==> src/rtl/core/assert_macros.svh <==
// ---------------------------------------------------------------------------
// assert_macros
// assertion helpers used by the top-level rtl file
// ---------------------------------------------------------------------------
`ifndef ASSERT_MACROS_SVH
`define ASSERT_MACROS_SVH
`ifndef SYNTHESIS
`define ASSERT_PROP(lbl, clk, rstn, prop) \
  lbl: assert property (@(posedge clk) disable iff (!rstn) (prop)) \
    else $error("property violated");
`define ASSERT_NEVER(lbl, clk, rstn, cond) \
  lbl: assert property (@(posedge clk) disable iff (!rstn) !(cond)) \
    else $error("forbidden condition seen");
`else
`define ASSERT_PROP(lbl, clk, rstn, prop)
`define ASSERT_NEVER(lbl, clk, rstn, cond)
`endif
`endif

==> src/rtl/core/chgw_pkg.sv <==
// ---------------------------------------------------------------------------
// chgw_pkg
// shared types and constants of the gift-wrap hull block
// ---------------------------------------------------------------------------
`timescale 1ns / 1ps
package chgw_pkg;

  // point count width, holds any store depth up to 127
  localparam int unsigned CNT_W = 7;
  // sets of this size or smaller are replayed as given
  localparam int unsigned SMALL_SET = 3;

  typedef struct packed {
    logic [CNT_W-1:0] count;
    logic             ovf;
  } job_t;

  typedef struct packed {
    logic busy;
    logic done;
  } back_status_t;

endpackage

==> src/rtl/core/chgw_front.sv <==
// ---------------------------------------------------------------------------
// chgw_front
// point loader: stores points, tracks overflow, issues one job per set
// ---------------------------------------------------------------------------
`timescale 1ns / 1ps
module chgw_front #(
  parameter int unsigned MAX_POINTS  = 64,
  parameter int unsigned COORD_WIDTH = 16
) (
  input  logic                             clk_i,
  input  logic                             rst_ni,
  input  logic                             valid_i,
  output logic                             ready_o,
  input  logic signed [COORD_WIDTH-1:0]    x_i,
  input  logic signed [COORD_WIDTH-1:0]    y_i,
  input  logic                             final_i,
  output logic                             wr_en_o,
  output logic [$clog2(MAX_POINTS)-1:0]    wr_addr_o,
  output logic signed [COORD_WIDTH-1:0]    wr_x_o,
  output logic signed [COORD_WIDTH-1:0]    wr_y_o,
  output logic                             push_o,
  output chgw_pkg::job_t                   job_o,
  input  logic                             done_i
);
  import chgw_pkg::*;

  localparam int unsigned IDXW = $clog2(MAX_POINTS);

  logic [CNT_W-1:0] cnt_q, cnt_d;
  logic             ovf_q, ovf_d;
  logic             lock_q, lock_d;
  logic             accept, full;
  logic [CNT_W-1:0] cnt_after;
  logic             ovf_after;

  assign ready_o   = !lock_q;
  assign accept    = valid_i && ready_o;
  assign full      = (cnt_q == CNT_W'(MAX_POINTS));
  assign cnt_after = full ? cnt_q : cnt_q + CNT_W'(1);
  assign ovf_after = ovf_q | full;

  assign wr_en_o   = accept && !full;
  assign wr_addr_o = cnt_q[IDXW-1:0];
  assign wr_x_o    = x_i;
  assign wr_y_o    = y_i;
  assign push_o    = accept && final_i;
  assign job_o     = '{count: cnt_after, ovf: ovf_after};

  always_comb begin
    cnt_d  = cnt_q;
    ovf_d  = ovf_q;
    lock_d = lock_q;
    if (done_i) begin
      lock_d = 1'b0;
    end
    if (accept) begin
      if (final_i) begin
        cnt_d  = '0;
        ovf_d  = 1'b0;
        lock_d = 1'b1;
      end else begin
        cnt_d = cnt_after;
        ovf_d = ovf_after;
      end
    end
  end

  always_ff @(posedge clk_i or negedge rst_ni) begin
    if (!rst_ni) begin
      cnt_q  <= '0;
      ovf_q  <= 1'b0;
      lock_q <= 1'b0;
    end else begin
      cnt_q  <= cnt_d;
      ovf_q  <= ovf_d;
      lock_q <= lock_d;
    end
  end

endmodule

==> config.mk <==
export PLATFORM = sky130hd
export DESIGN_NAME = chgw_front
export DESIGN_NICKNAME = d
export VERILOG_FILES = /design/src/rtl/core/assert_macros.svh /design/src/rtl/core/chgw_pkg.sv /design/src/rtl/core/chgw_front.sv
export SDC_FILE = /design/constraint.sdc
export NUM_CORES = 1
export LEC_CHECK = 0
export BUFFER_PORTS_ARGS = -buffer_cell sky130_fd_sc_hd__buf_2
export CORE_MARGIN = 8
export CORE_UTILIZATION = 41
export CTS_BUF_LIST = sky130_fd_sc_hd__clkbuf_4
export DETAILED_ROUTE_END_ITERATION = 8
export PLACE_DENSITY = 0.88
export SLEW_MARGIN = 0
export SYNTH_ARGS = -nofsm -noshare
export SYNTH_HDL_FRONTEND = slang
export SYNTH_SLANG_ARGS = --single-unit
==> constraint.sdc <==
create_clock -name clk_i -period 2.9 [get_ports clk_i]
set_input_delay 0.58 -clock clk_i [delete_from_list [all_inputs] [get_ports clk_i]]
set_output_delay 0.58 -clock clk_i [all_outputs]
set_load 0.03 [all_outputs]
==> impl_table.tex <==
\begin{tabular}{lr}
\hline
Metric & Value \\
\hline
\multicolumn{2}{l}{\textbf{Finish}} \\
Commonest cells after routing, fill and taps aside & buf\_2 (21), dfrtp\_1 (9), o21ai\_0 (6) \\
Layout cell share with drive strength beyond 1 & 34.48\% \\
Number of nets in the finished design & 127 \\
Final standard cell area without fillers & 754.5 um2 \\
Count of antenna diodes in the layout & 0 \\
Most common cell after layout, fill and taps aside & buf\_2 \\
Number of fill cells in the layout & 243 \\
Area growth from synthesis to layout & -17.62\% \\
\multicolumn{2}{l}{\textbf{Clock network}} \\
Insertion delay of the later-clocked pin in the worst-skew pair & 0.26 ns \\
Number of clock sinks seen by CTS & 9 \\
TritonCTS clock tree & yes \\
Number of clock buffers inserted by TritonCTS & 3 \\
Clock Tree Buf Depth & 2 \\
Clock slew at the register clock pins of the worst setup and hold paths & 0.06 ns \\
Post-CTS Hold Buffers & 0 \\
H-tree depth reported by CTS & 1 \\
Number of instances resized during post-cts repair & 0 \\
Buffer type at the clock tree root & clkbuf\_4 \\
Setup fix buffers added after clock tree synthesis & 0 \\
\multicolumn{2}{l}{\textbf{Routing}} \\
Via count & 604 \\
DRC violation count after routing & 0 \\
Detailed-routing iteration count for the pre-antenna-repair pass & 4 \\
Drt total wl & 1959 um \\
Avg Vias per Cell & 5.252 \\
1st-iter DRT viols & 19 \\
Number of nets with antenna violations after routing & 0 \\
Routed length per placed instance & 17.03 um \\
\multicolumn{2}{l}{\textbf{Timing}} \\
Fin crit period & 2.432 ns \\
Max-slew headroom at the worst pin & 77.39\% \\
Worst-Margin Slew & 0.3392 ns \\
Final setup TNS & 0 ns \\
Endpoints failing setup & 0 \\
Clock skew & 0.002083 ns \\
Final-report max-slew violation count & 0 \\
Peak clock frequency supported by timing & 411.2 MHz \\
Share of the clock period used by the worst path & 83.85\% \\
Hold violation count in the final report & 0 \\
Unrepaired setup endpoints after global routing & no \\
\multicolumn{2}{l}{\textbf{Yosys}} \\
Fraction of registers with async set/reset & 100.0\% \\
Part of the Yosys area used for sequential elements & 24.59\% \\
\#FFs+latches synth & 9 \\
Number of flops mapped to enable cells by yosys & 0 \\
Post-synthesis cell count & 107 \\
Netlist cell types & 30 \\
Average footprint of a synthesized cell & 8.560 um2 \\
Combined area of all synthesized cells & 915.9 um2 \\
Most frequently used flop master after synthesis & dfrtp\_1 \\
Synth warn & 0 \\
Synthesized Nets & 146 \\
\multicolumn{2}{l}{\textbf{Pwr}} \\
Power density over the cells & 907.8 nW/um2 \\
Leakage power of the design & 0.3539 nW \\
Total Power & 0.6849 mW \\
Maximum VDD drop & 0.2816 mV \\
\multicolumn{2}{l}{\textbf{Floorplan}} \\
Cell row count & 17 \\
Effective utilization at floorplan & 42.21\% \\
Placeable core region & 2170 um2 \\
Top-level I/O count & 86 \\
Die boundary width & 63.27 um \\
Die outline area & 4002 um2 \\
Y dimension of the die & 63.27 um \\
\multicolumn{2}{l}{\textbf{Global routing}} \\
Number of global-route vias before repair & 637 \\
Largest net degree at the start of global routing & 11 \\
Total congestion overflow & 0 \\
Total GRT Usage & 9.322\% \\
First-pass GRT wire length & 3056 um \\
Number of antenna violations at the first check in global routing & 0 \\
\multicolumn{2}{l}{\textbf{Setup path}} \\
Worst R2R End & cnt\_q[6] \\
Critical path endpoint category & output pin \\
Critical path launch point type & flip-flop \\
Critical-path top delay cell & dfrtp\_1 \\
Data arrival time of the critical path & 1.85 ns \\
Cell depth of the worst setup path & 5 \\
Worst-path maximum fanout & 10 \\
Worst path buffer plus inverter count & 1 \\
Worst Setup Path Type & reg2out \\
Worst setup path startpoint & cnt\_q[0] \\
Highest cell delay on the worst timing path & 0.50 ns \\
Required time worst endpoint & 2.32 ns \\
Reg-to-reg slack, setup & 1.22 ns \\
Largest delay contributor family on the critical path & flip-flops \\
Crit path to & job\_o[7] \\
Number of cells on the worst reg-to-reg path & 4 \\
Startpoint of the worst register-to-register path & cnt\_q[0] \\
CP cell instances & ha\_1 -> nand3\_1 -> or2\_1 -> xnor2\_1 -> buf\_2 \\
\multicolumn{2}{l}{\textbf{Flow run}} \\
Max-cap viol count & 0 \\
\multicolumn{2}{l}{\textbf{Placement}} \\
Area after DPL & 724.4 um2 \\
Last weighted congestion value of the routability-driven placer & 0.8163 \\
Half-perimeter wire length after detailed placement & 1558 um \\
Port Buffer Count & 21 \\
\multicolumn{2}{l}{\textbf{Status}} \\
Run status & complete, no violations \\
\multicolumn{2}{l}{\textbf{Hold path}} \\
Worst min-delay path category & in2async \\
\hline
\end{tabular}
-- synthesized netlist by cell type (2+ instances only) --
| master | instances | area share [%] |
|---|---|---|
| xnor2_1 | 5 | 4.8 |
| buf_4 | 41 | 34 |
| nor2_1 | 4 | 1.6 |
| nand4_1 | 2 | 1.4 |
| or2_2 | 2 | 1.4 |
| inv_1 | 5 | 2.0 |
| dfrtp_1 | 9 | 25 |
| clkbuf_1 | 2 | 0.82 |
| a31oi_1 | 2 | 1.4 |
| nand3b_1 | 2 | 1.6 |
| o31ai_1 | 3 | 2.5 |
| o21ai_0 | 6 | 3.3 |
| ha_1 | 2 | 2.7 |
| nand2_1 | 2 | 0.82 |
| nor2b_1 | 2 | 1.4 |
| nand2b_1 | 3 | 2.0 |
| nand3_1 | 2 | 1.1 |
-- worst min-delay path by stage --
stage / start / to / slack (ns)
detailed placement: rst_ni / cnt_q[4] / 0.45
floorplan: rst_ni / cnt_q[0] / 0.28
CTS: rst_ni / cnt_q[0] / 0.16
global placement: rst_ni / cnt_q[2] / 0.44
global route: rst_ni / cnt_q[3] / 0.17
finish: rst_ni / cnt_q[0] / 0.16
-- through the flow --
stage               hold WS [ns]  util, %  worst slack, ns  cells
finish                    0.1618    34.78           0.4684    115
global route              0.1727    34.78           0.3468    115
CTS                       0.1642    34.78           0.4731    115
detailed placement        0.4488    33.39           0.7586    111
global placement          0.4412    33.39           0.8215    111
floorplan                 0.2844        -           0.7560    107
-- metal layers --
layer / up-vias / track usage (%) / part of all wire [%]
met2: 38 / 14.60 / 44
met4: 0 / 6.685 / 5.5
met1: 271 / 7.967 / 33
li1: 277 / - / -
met5: - / 0 / 0
met3: 18 / 7.244 / 17
-- cells by family (layout without fill, tap and decap cells) --
group	Yosys count	in the layout	share of synthesized area [%]
flops	9	9	24.59
compound gates	17	17	12.70
buf+inv	50	30	38.25
simple gates	24	24	16.94
fa+ha+maj	2	2	2.732
xor+xnor	5	5	4.781
-- cell type report --
class	instances	area, um2	area share, %
Inverter	5	18.77	2.488
Timing Repair Buffer	21	105.1	13.93
Tap cell	28	35.03	4.643
Sequential cell	9	225.2	29.85
Multi-Input combinational cell	48	340.3	45.11
Clock buffer	4	30.03	3.980
-- power by group --
group          internal, mW  switching, mW  total (mW)
logic                 0.124          0.249       0.374
clock network        0.0625         0.0456       0.108
registers             0.154         0.0495       0.203
total                 0.340          0.344       0.685
-- registers in the layout, indices dropped and copies added, names as in the netlist --
register	cells
cnt_q	7
lock_q	1
ovf_q	1
Power figures use the tool's default switching activity.
