$ cat src/rtl/core/assert_macros.svh
// ---------------------------------------------------------------------------
// assert_macros
// assertion helpers used by the top-level rtl file
// ---------------------------------------------------------------------------
`ifndef ASSERT_MACROS_SVH
`define ASSERT_MACROS_SVH
`ifndef SYNTHESIS
`define ASSERT_PROP(lbl, clk, rstn, prop) \
  lbl: assert property (@(posedge clk) disable iff (!rstn) (prop)) \
    else $error("property violated");
`define ASSERT_NEVER(lbl, clk, rstn, cond) \
  lbl: assert property (@(posedge clk) disable iff (!rstn) !(cond)) \
    else $error("forbidden condition seen");
`else
`define ASSERT_PROP(lbl, clk, rstn, prop)
`define ASSERT_NEVER(lbl, clk, rstn, cond)
`endif
`endif

$ cat src/rtl/core/chgw_pkg.sv
// ---------------------------------------------------------------------------
// chgw_pkg
// shared types and constants of the gift-wrap hull block
// ---------------------------------------------------------------------------
`timescale 1ns / 1ps
package chgw_pkg;

  // point count width, holds any store depth up to 127
  localparam int unsigned CNT_W = 7;
  // sets of this size or smaller are replayed as given
  localparam int unsigned SMALL_SET = 3;

  typedef struct packed {
    logic [CNT_W-1:0] count;
    logic             ovf;
  } job_t;

  typedef struct packed {
    logic busy;
    logic done;
  } back_status_t;

endpackage

$ cat src/rtl/core/chgw_jobq.sv
// ---------------------------------------------------------------------------
// chgw_jobq
// two-entry queue of set descriptors between loader and march engine
// ---------------------------------------------------------------------------
`timescale 1ns / 1ps
module chgw_jobq (
  input  logic           clk_i,
  input  logic           rst_ni,
  input  logic           push_i,
  input  chgw_pkg::job_t job_i,
  input  logic           pop_i,
  output chgw_pkg::job_t job_o,
  output logic           empty_o,
  output logic           full_o
);
  import chgw_pkg::*;

  job_t       mem_q [2];
  logic       wp_q, rp_q;
  logic [1:0] fill_q;
  logic       do_push, do_pop;

  assign empty_o = (fill_q == 2'd0);
  assign full_o  = (fill_q == 2'd2);
  assign do_push = push_i && !full_o;
  assign do_pop  = pop_i && !empty_o;
  assign job_o   = mem_q[rp_q];

  always_ff @(posedge clk_i) begin
    if (do_push) begin
      mem_q[wp_q] <= job_i;
    end
  end

  always_ff @(posedge clk_i or negedge rst_ni) begin
    if (!rst_ni) begin
      wp_q   <= 1'b0;
      rp_q   <= 1'b0;
      fill_q <= 2'd0;
    end else begin
      if (do_push) wp_q <= ~wp_q;
      if (do_pop)  rp_q <= ~rp_q;
      fill_q <= fill_q + {1'b0, do_push} - {1'b0, do_pop};
    end
  end

endmodule

$ cat config.mk
export PLATFORM = sky130hd
export DESIGN_NAME = chgw_jobq
export DESIGN_NICKNAME = d
export VERILOG_FILES = /design/src/rtl/core/assert_macros.svh /design/src/rtl/core/chgw_pkg.sv /design/src/rtl/core/chgw_jobq.sv
export SDC_FILE = /design/constraint.sdc
export NUM_CORES = 1
export LEC_CHECK = 0
export BUFFER_PORTS_ARGS = -buffer_cell sky130_fd_sc_hd__buf_4
export CAP_MARGIN = 10
export CORE_MARGIN = 8
export CORE_UTILIZATION = 48
export DETAILED_ROUTE_END_ITERATION = 10
export PLACE_DENSITY = 0.84
export RECOVER_POWER = 25
export SLEW_MARGIN = 20
export SYNTH_ARGS = -nofsm -noshare
export SYNTH_HDL_FRONTEND = slang
export SYNTH_SLANG_ARGS = --single-unit
$ cat constraint.sdc
create_clock -name clk_i -period 2 [get_ports clk_i]
set_input_delay 0 -clock clk_i [delete_from_list [all_inputs] [get_ports clk_i]]
set_output_delay 0 -clock clk_i [all_outputs]
set_load 0.05 [all_outputs]
==> results of run 1 <==
## sequential cells by signal, indices dropped and copies added, names as in the netlist
| name | count |
|---|---|
| fill_q | 2 |
| mem_q | 16 |
| rp_q | 1 |
| wp_q | 1 |
## power by group through the flow
stage	registers [mW]	logic, mW	clock network (mW)
after floorplan	0.626	0.624	0
after global placement	0.667	0.790	0
after detailed placement	0.671	0.805	0
after CTS	0.663	0.819	0.183
after global routing	0.674	0.858	0.194
final	0.662	0.806	0.175
## logic make-up after synthesis
family	synth area share (%)
flip-flops	74.8
multiplexers	11.6
AND/OR/NAND/NOR	4.19
XOR/XNOR	4.52
buffers and inverters	1.61
adder cells (fa/ha/maj)	3.23
## worst max-delay path, cell delays in order, from the launching register on
cell      delay, ns
dfrtp_1        0.43
nand2b_1       0.13
nand2_1        0.12
ha_1           0.29
inv_1          0.04
ha_1           0.17
xnor2_1        0.17
xnor2_1        0.13
## per-layer routing
metal	up-vias	wire, um	GRT usage [%]
met4	0	18	5.15
met5	-	0	0
li1	224	-	-
met1	211	593	10.1
met2	11	775	16.3
met3	2	42	2.97
## area by class of cell
| type | instances | area, um2 |
|---|---|---|
| clock buffer | 3 | 22.5 |
| fill | 106 | 439 |
| inverter | 2 | 7.51 |
| multi-input combinational | 20 | 185 |
| sequential | 20 | 581 |
| tap | 16 | 20.0 |
| timing repair buffer | 31 | 251 |
## how the worst min path moves through the flow
stage	from	slack (ns)	cells after the start	endpoint
global route	pop_i	0.06	3	rp_q
finish	push_i	0.05	3	wp_q
detailed placement	rst_ni	-0.20	1	fill_q[0]
CTS	rst_ni	0.02	2	wp_q
global placement	rst_ni	-0.20	1	fill_q[0]
floorplan	rst_ni	-0.30	0	fill_q[0]
## cell usage after synthesis, drive strengths merged
master  number  area, um2
mux2         8       90.1
edfxtp      16        480
buf          1       5.00
nand2b       1       6.26
xnor2        3       26.3
nor2         2       7.51
nor2b        1       8.76
dfrtp        4        100
nand2        1       3.75
inv          2       7.51
and3         1       6.26
ha           2       25.0
xor2         1       8.76
## per-stage QoR
stage / instance area, um2 / setup WS (ns)
detailed placement: 958 / 0.453
global placement: 958 / 0.497
floorplan: 778 / 0.163
global route: 1070 / 0.331
finish: 1070 / 0.456
CTS: 1070 / 0.438
==> out/results.ini, run 1 <==
[synth]
synth_warnings = 0
syn_area_per_cell_um2 = 18.0
syn_inst = 43
syn_nets = 57
ys_ff_latch = 20
synth.distinct_cells = 13
synth_area_um2 = 776
yosysSeqAreaShare_pct = 74.8

[floorplan]
die_y_um = 56.2
io_pins = 22
die_area_um2 = 3160
die_w_um = 56.2
rows = 14
core_area_um2 = 1510
start_util_pct = 51.5

[global_route]
grt_max_degree = 11
grt_pass1_wl_um = 2310
grt_usage_pct = 9.53
overflow = 0
grt_pass1_vias = 490
grt_antenna_before_repair = 0

[worst_hold_path]
hp-class = input pin to register

[clock_network]
post_cts_resized = 0
postCtsHoldBufs = 9
cts_tree = yes
worstSkewPairLatency_ns = 0.28
cts_sinks = 20
h-tree-depth = 1
path_clk_slew_ns = 0.10
post_cts_buffers = 0
clockBufferDepth = 2
cts_buffers = 3
clockRootBuffer = clkbuf_4

[pwr]
power_switching_mw = 0.690
p_comb_share_pct = 49.1
power_density_nw_per_um2 = 1540
switching_share_pct = 42.0
p_leak_nw = 0.438
finalPower_mw = 1.64
pwr-share-seq_pct = 40.3
intPower_mw = 0.953
p_clk_share_pct = 10.7
irDropWorstVdd_uv = 839

[placed_design]
place_inst = 80
dp_hpwl_um = 978
portBuffers = 21
routabilityCongestion = 0.635

[timing]
rsz0062_at_grt = no
drv_slew = 0
setup-tns-final_ns = 0
min_period_ns = 1.54
relSlewSlack_pct = 73.4
setup_viol = 0
hold_ws_ns = 0.0497
tightest_slew_ns = 0.399
max_freq_mhz = 648
fin_skew_ns = 0.00259
final_hold_viol_count = 0
post-route-period-util_pct = 77.2

[cells_and_area]
layout_commonest_cell = buf_4
fin_util_pct = 70.8
nets = 92
area_delta_synth_final_pct = 37.6
stdcell_count = 92
final_cell_mix = buf_4, edfxtp_1, dlygate4sd3_1
n_antenna_cell = 0
drive_above_1_share_pct = 44.7

[worst_setup_path]
cp-endpoint = fill_q[1]
critPathCaptureType = register
critPathLaunchType = register
worstReg2RegEnd = fill_q[1]
setup.worst_path.class = register to register
r2r_slack_ns = 0.46
critPathArrivalTime_ns = 1.76
reg2reg_from = fill_q[1]
cp_data_required_time_ns = 2.22
ff2ff_path_depth = 7
crit_start = fill_q[1]
path_max_fanout = 3

[routing]
ant_nets = 0
via_count = 448
post_drt_via_cell_ratio = 4.87
drt_pass1_iterations = 5
drtIter0Drc = 5
wl_per_cell_um = 15.5
drt-total-wl_um = 1430
drcViolationCount = 0

[outcome]
outcome = finished, final reports clean

[run]
max-cap-violations = 0

No activity file was read; power rests on OpenSTA's default activity.
==> run 2: changes to the inputs <==
--- a/config.mk
+++ b/config.mk
@@ -8,9 +8,9 @@
 export BUFFER_PORTS_ARGS = -buffer_cell sky130_fd_sc_hd__buf_4
 export CAP_MARGIN = 10
 export CORE_MARGIN = 8
-export CORE_UTILIZATION = 48
+export CORE_UTILIZATION = 44
 export DETAILED_ROUTE_END_ITERATION = 10
-export PLACE_DENSITY = 0.84
+export PLACE_DENSITY = 0.81
 export RECOVER_POWER = 25
 export SLEW_MARGIN = 20
 export SYNTH_ARGS = -nofsm -noshare
==> constraint.sdc (replaced) <==
create_clock -name clk_i -period 1.4 [get_ports clk_i]
set_input_delay 0 -clock clk_i [delete_from_list [all_inputs] [get_ports clk_i]]
set_output_delay 0 -clock clk_i [all_outputs]
set_load 0.05 [all_outputs]
==> run 2 against run 1 <==
Compared with the run above:
- global-route usage up 0.91 points
- routed wire length rose by 18%
- via count increased by 13%
- sequential share of layout area is 7.7 points lower
- die area rose by 6.5%
- combinational power rose by 97%
- core utilization up 3.1 points
- final area rose by 17%
- setup slack got worse by 0.53 ns
- the flow now finishes with violations (negative setup slack)
- largest cell class unchanged
- cell count is 13% higher
- clock skew is 0.0099 ns higher
- highest routed layer unchanged
- largest power group unchanged
==> out/results.ini, run 2 (synthesis gave the netlist of run 1 again) <==
[timing]
rsz0062_at_grt = yes
drv_slew = 0
relSlewSlack_pct = 83.6
fin_skew_ns = 0.0124
setup_viol = 1
setup_ws_ns = -0.0759
post-route-period-util_pct = 105
final_hold_viol_count = 0
tightest_slew_ns = 0.246
min_period_ns = 1.48
max_freq_mhz = 678
setup-tns-final_ns = -0.0759
hold_ws_ns = 0.0622

[global_route]
grt_pass1_vias = 555
grt_antenna_before_repair = 0
overflow = 0
grt_usage_pct = 10.4
grt_pass1_wl_um = 2630
grt_max_degree = 13

[cells_and_area]
drive_above_1_share_pct = 63.2
stdcell_count = 104
nFillCells = 109
multiInputGateArea_um2 = 246
n_antenna_cell = 0
nets = 102
regArea_um2 = 583
top_register = mem_q
largestRegisters = mem_q: 16 flops, fill_q: 2 flops
layout_commonest_cell = buf_4
largest_register_ffs = 16
final_cell_mix = buf_4, edfxtp_1, dlygate4sd3_1
area_delta_synth_final_pct = 61.0

[clock_network]
path_clk_slew_ns = 0.12
cts_tree = yes
cts_buffers = 3
cts_sinks = 20
clockBufferDepth = 2
clockRootBuffer = clkbuf_4
h-tree-depth = 1
worstSkewPairLatency_ns = 0.29

[floorplan]
start_util_pct = 45.9
rows = 15
core_area_um2 = 1690
die_y_um = 58.0
die_w_um = 58.0
io_pins = 22
die_area_um2 = 3360

[routing]
drt-total-wl_um = 1690
drtIter0Drc = 19
drcViolationCount = 0
drt_pass1_iterations = 4
wl_per_cell_um = 16.3
ant_nets = 0
post_drt_via_cell_ratio = 4.87
via_count = 506

[worst_setup_path]
cp_data_required_time_ns = 1.62
path_max_fanout = 3
cp_common_cell = ha_4
critPathCaptureType = register
critPathLaunchType = register
crit_slowest_cell = dfrtp_2
max_stage_delay_ns = 0.46
critPathArrivalTime_ns = 1.69
path_cells = nor2_4 -> nor2b_4 -> ha_4 -> inv_2 -> ha_4 -> xnor2_2 -> xnor2_1
setup.worst_path.class = register to register

[pwr]
p_clk_share_pct = 15.3
finalPower_mw = 2.97
p_leak_nw = 0.519
intPower_mw = 1.82
power_density_nw_per_um2 = 2380
p_comb_share_pct = 53.3
pwr-share-seq_pct = 31.3
power_switching_mw = 1.15
switching_share_pct = 38.7
irDropWorstVdd_uv = 1380

[outcome]
outcome = complete, but fails checks
violations = negative setup slack

[placed_design]
place_ws_ns = -0.0940
routabilityCongestion = 0.664
place_inst = 86
portBuffers = 21
dp_hpwl_um = 1030

[run]
max-cap-violations = 0

[worst_hold_path]
hp-class = input pin to async pin

-- run 2: changes by cell type in the layout (fill, tap and decap cells not counted), sizes merged --
cell,before,now
bufinv,0,1
buf,17,27
-- run 2: critical path, delay by kind of cell, from the launching register on --
| kind | cells | cell delay (ns) |
|---|---|---|
| buffers and inverters | 1 | 0.04 |
| adder cells (fa/ha/maj) | 2 | 0.40 |
| flip-flops | 1 | 0.46 |
| XOR/XNOR | 2 | 0.29 |
| AND/OR/NAND/NOR | 2 | 0.21 |
-- run 2: power groups by stage --
stage | logic (mW) | clock network [mW] | registers (mW)
5_1_grt | 1.69 | 0.497 | 0.945
4_1_cts | 1.39 | 0.465 | 0.968
3_5_place_dp | 1.24 | 0 | 0.971
2_1_floorplan | 0.897 | 0 | 0.905
6_report | 1.59 | 0.456 | 0.933
3_3_place_gp | 1.21 | 0 | 0.964
-- run 2: through the flow --
stage,instance area (um2),utilization [%]
6_report,1250,73.9
5_1_grt,1250,73.9
4_1_cts,1200,71.1
3_5_place_dp,1000,59.3
3_3_place_gp,1000,59.3
2_1_floorplan,783,-
-- run 2: timing repair --
| item | in CTS | in global routing |
|---|---|---|
| hold buffers | 9 | 0 |
| pin swaps | 3 | 5 |
| endpoints found under the setup margin | 17 | 13 |
| resized for setup | 9 | 9 |
| hold endpoints to repair | 20 | 0 |
| buffers inserted | 2 | 3 |
-- run 2: cell type report --
class / count / area share, %
flip-flops and latches: 20 / 46.7
repair buffers: 41 / 27.1
multi-input cells: 20 / 19.7
clock inverters: 1 / 2.40
clock buffers: 3 / 1.80
well taps: 17 / 1.70
inverters: 2 / 0.601
-- run 2: layer usage --
metal | part of all wire [%] | global-route usage [%] | wire length [um]
met1 | 37 | 10.1 | 629
met4 | 1.9 | 4.55 | 32
met3 | 6.0 | 4.86 | 101
met5 | 0 | 0 | 0
met2 | 55 | 18.5 | 930
-- run 2: path summary, 6_finish.rpt --
check | start | to | slack, ns | cells past startpoint
setup / recovery | fill_q[1] | fill_q[1] | -0.08 | 7
setup reg to reg | fill_q[1] | fill_q[1] | -0.08 | 7
hold reg to reg | wp_q | wp_q | 0.54 | 1
max in group asynchronous | rst_ni | rp_q | 1.12 | 2
min in group clk_i | push_i | wp_q | 0.09 | 4
hold / removal | rst_ni | fill_q[0] | 0.06 | 2
==> run 3: changes to the inputs <==
--- a/config.mk
+++ b/config.mk
@@ -12,6 +12,7 @@
 export DETAILED_ROUTE_END_ITERATION = 10
 export PLACE_DENSITY = 0.81
 export RECOVER_POWER = 25
+export SETUP_SLACK_MARGIN = 0.15
 export SLEW_MARGIN = 20
 export SYNTH_ARGS = -nofsm -noshare
 export SYNTH_HDL_FRONTEND = slang
==> run 3 against run 2 <==
Compared with the run above:
- highest routed layer unchanged
- largest power group unchanged
- critical path depth is the same
- sequential power grew 2%
- routed wire length grew 10%
- sequential share of layout area shrank 4.9 points
- die area is the same
- the run still ends with negative setup slack left
- final area grew 12%
- clock skew shrank 0.0077 ns
- critical endpoint unchanged
- fmax shrank 0.12%
==> out/results.ini, run 3 (synthesis gave the netlist of run 1 again) <==
[routing]
drt_pass1_iterations = 4
drt-total-wl_um = 1870
ant_nets = 0
via_count = 537
drcViolationCount = 0
post_drt_via_cell_ratio = 4.93
drtIter0Drc = 15
wl_per_cell_um = 17.1

[clock_network]
clockRootBuffer = clkbuf_4
h-tree-depth = 1
worstSkewPairLatency_ns = 0.29
path_clk_slew_ns = 0.10
clockBufferDepth = 2
cts_tree = yes
cts_sinks = 20
cts_buffers = 3

[floorplan]
core_area_um2 = 1690
rows = 15
start_util_pct = 45.9
io_pins = 22
die_area_um2 = 3360
die_y_um = 58.0
die_w_um = 58.0

[outcome]
violations = negative setup slack
outcome = complete, but fails checks

[cells_and_area]
nFillCells = 87
area_delta_synth_final_pct = 79.8
largestRegisters = mem_q: 16 flops, fill_q: 2 flops
nets = 107
top_register = mem_q
largest_register_ffs = 16
final_cell_mix = edfxtp_1, buf_4, buf_8
stdcell_count = 109
layout_commonest_cell = edfxtp_1
n_antenna_cell = 0
drive_above_1_share_pct = 65.2

[pwr]
finalPower_mw = 3.29
intPower_mw = 2.02
p_clk_share_pct = 8.1
switching_share_pct = 38.6
power_density_nw_per_um2 = 2360
p_comb_share_pct = 63.0
p_leak_nw = 0.594
power_switching_mw = 1.27
irDropWorstVdd_uv = 1500
pwr-share-seq_pct = 28.9

[timing]
final_hold_viol_count = 0
setup_ws_ns = -0.0776
tightest_slew_ns = 0.233
drv_slew = 0
hold_ws_ns = 0.0649
setup_viol = 1
relSlewSlack_pct = 84.5
fin_skew_ns = 0.00470
min_period_ns = 1.48
max_freq_mhz = 677
post-route-period-util_pct = 106
rsz0062_at_grt = yes

[worst_setup_path]
cp_data_required_time_ns = 1.58
critPathLaunchType = register
setup.worst_path.class = register to register
critPathArrivalTime_ns = 1.66
path_max_fanout = 3
critPathCaptureType = register

[global_route]
grt_antenna_before_repair = 0
grt_usage_pct = 11.1
grt_pass1_vias = 571
grt_pass1_wl_um = 2720
grt_max_degree = 12
overflow = 0

[placed_design]
portBuffers = 21
place_ws_ns = -0.101
dp_hpwl_um = 1040
place_inst = 86
routabilityCongestion = 0.672

[run]
max-cap-violations = 0

[worst_hold_path]
hp-class = input pin to async pin

## run 3: what timing repair did
action                                  CTS  global route
hold buffers                              9             0
endpoints found under the hold margin    20             0
pin swaps                                 6             7
resized for setup                        48             6
endpoints found under the setup margin   27            28
setup buffers                             4             6
## run 3: power groups by stage
stage	Combinational (mW)	Clock [mW]	Sequential (mW)
floorplan	0.901	0	0.907
finish	2.08	0.267	0.950
global route	2.16	0.305	0.964
global placement	1.22	0	0.963
detailed placement	1.25	0	0.976
CTS	1.89	0.272	0.946
## run 3: path summary, 6_finish.rpt
path                                  end  slack, ns  startpoint  depth (start not counted)
worst max-delay path            fill_q[1]      -0.08   fill_q[1]                          7
worst min-delay path            fill_q[0]       0.06      rst_ni                          2
worst max register to register  fill_q[1]      -0.08   fill_q[1]                          7
worst min register to register       wp_q       0.56        wp_q                          1
max in group asynchronous       fill_q[1]       1.13      rst_ni                          2
min in group clk_i                   wp_q       0.19      push_i                          5
## run 3: metal layers
metal | wire length, um | GRT usage [%] | vias to the layer above
li1 | - | - | 253
met1 | 724 | 11.7 | 267
met2 | 1070 | 20.4 | 15
met3 | 52 | 2.21 | 2
met4 | 17 | 5.24 | 0
met5 | 0 | 0 | -
## run 3: critical path, cell delays in order, from the launching register on
cell and delay [ns]:
dfrtp_2 0.46, nor2_4 0.15, nor2b_4 0.06, ha_4 0.26, inv_2 0.04, ha_4 0.15
xnor2_2 0.13, xnor2_1 0.12
## run 3: stage by stage
stage               utilization (%)  setup TNS (ns)  instance area, um2
finish                         82.6         -0.0776                1400
global route                   82.6          -0.118                1400
CTS                            78.9         -0.0438                1330
detailed placement             59.5          -0.204                1000
global placement               59.5         -0.0396                1000
floorplan                         -          -0.335                 786
## run 3: final cells by class
type | count | area [um2] | share of cell area [%]
flip-flops and latches | 20 | 583 | 41.8
well taps | 17 | 21.3 | 1.52
repair buffers | 46 | 469 | 33.6
clock inverters | 1 | 3.75 | 0.269
multi-input cells | 20 | 285 | 20.4
clock buffers | 3 | 22.5 | 1.61
inverters | 2 | 10.0 | 0.717
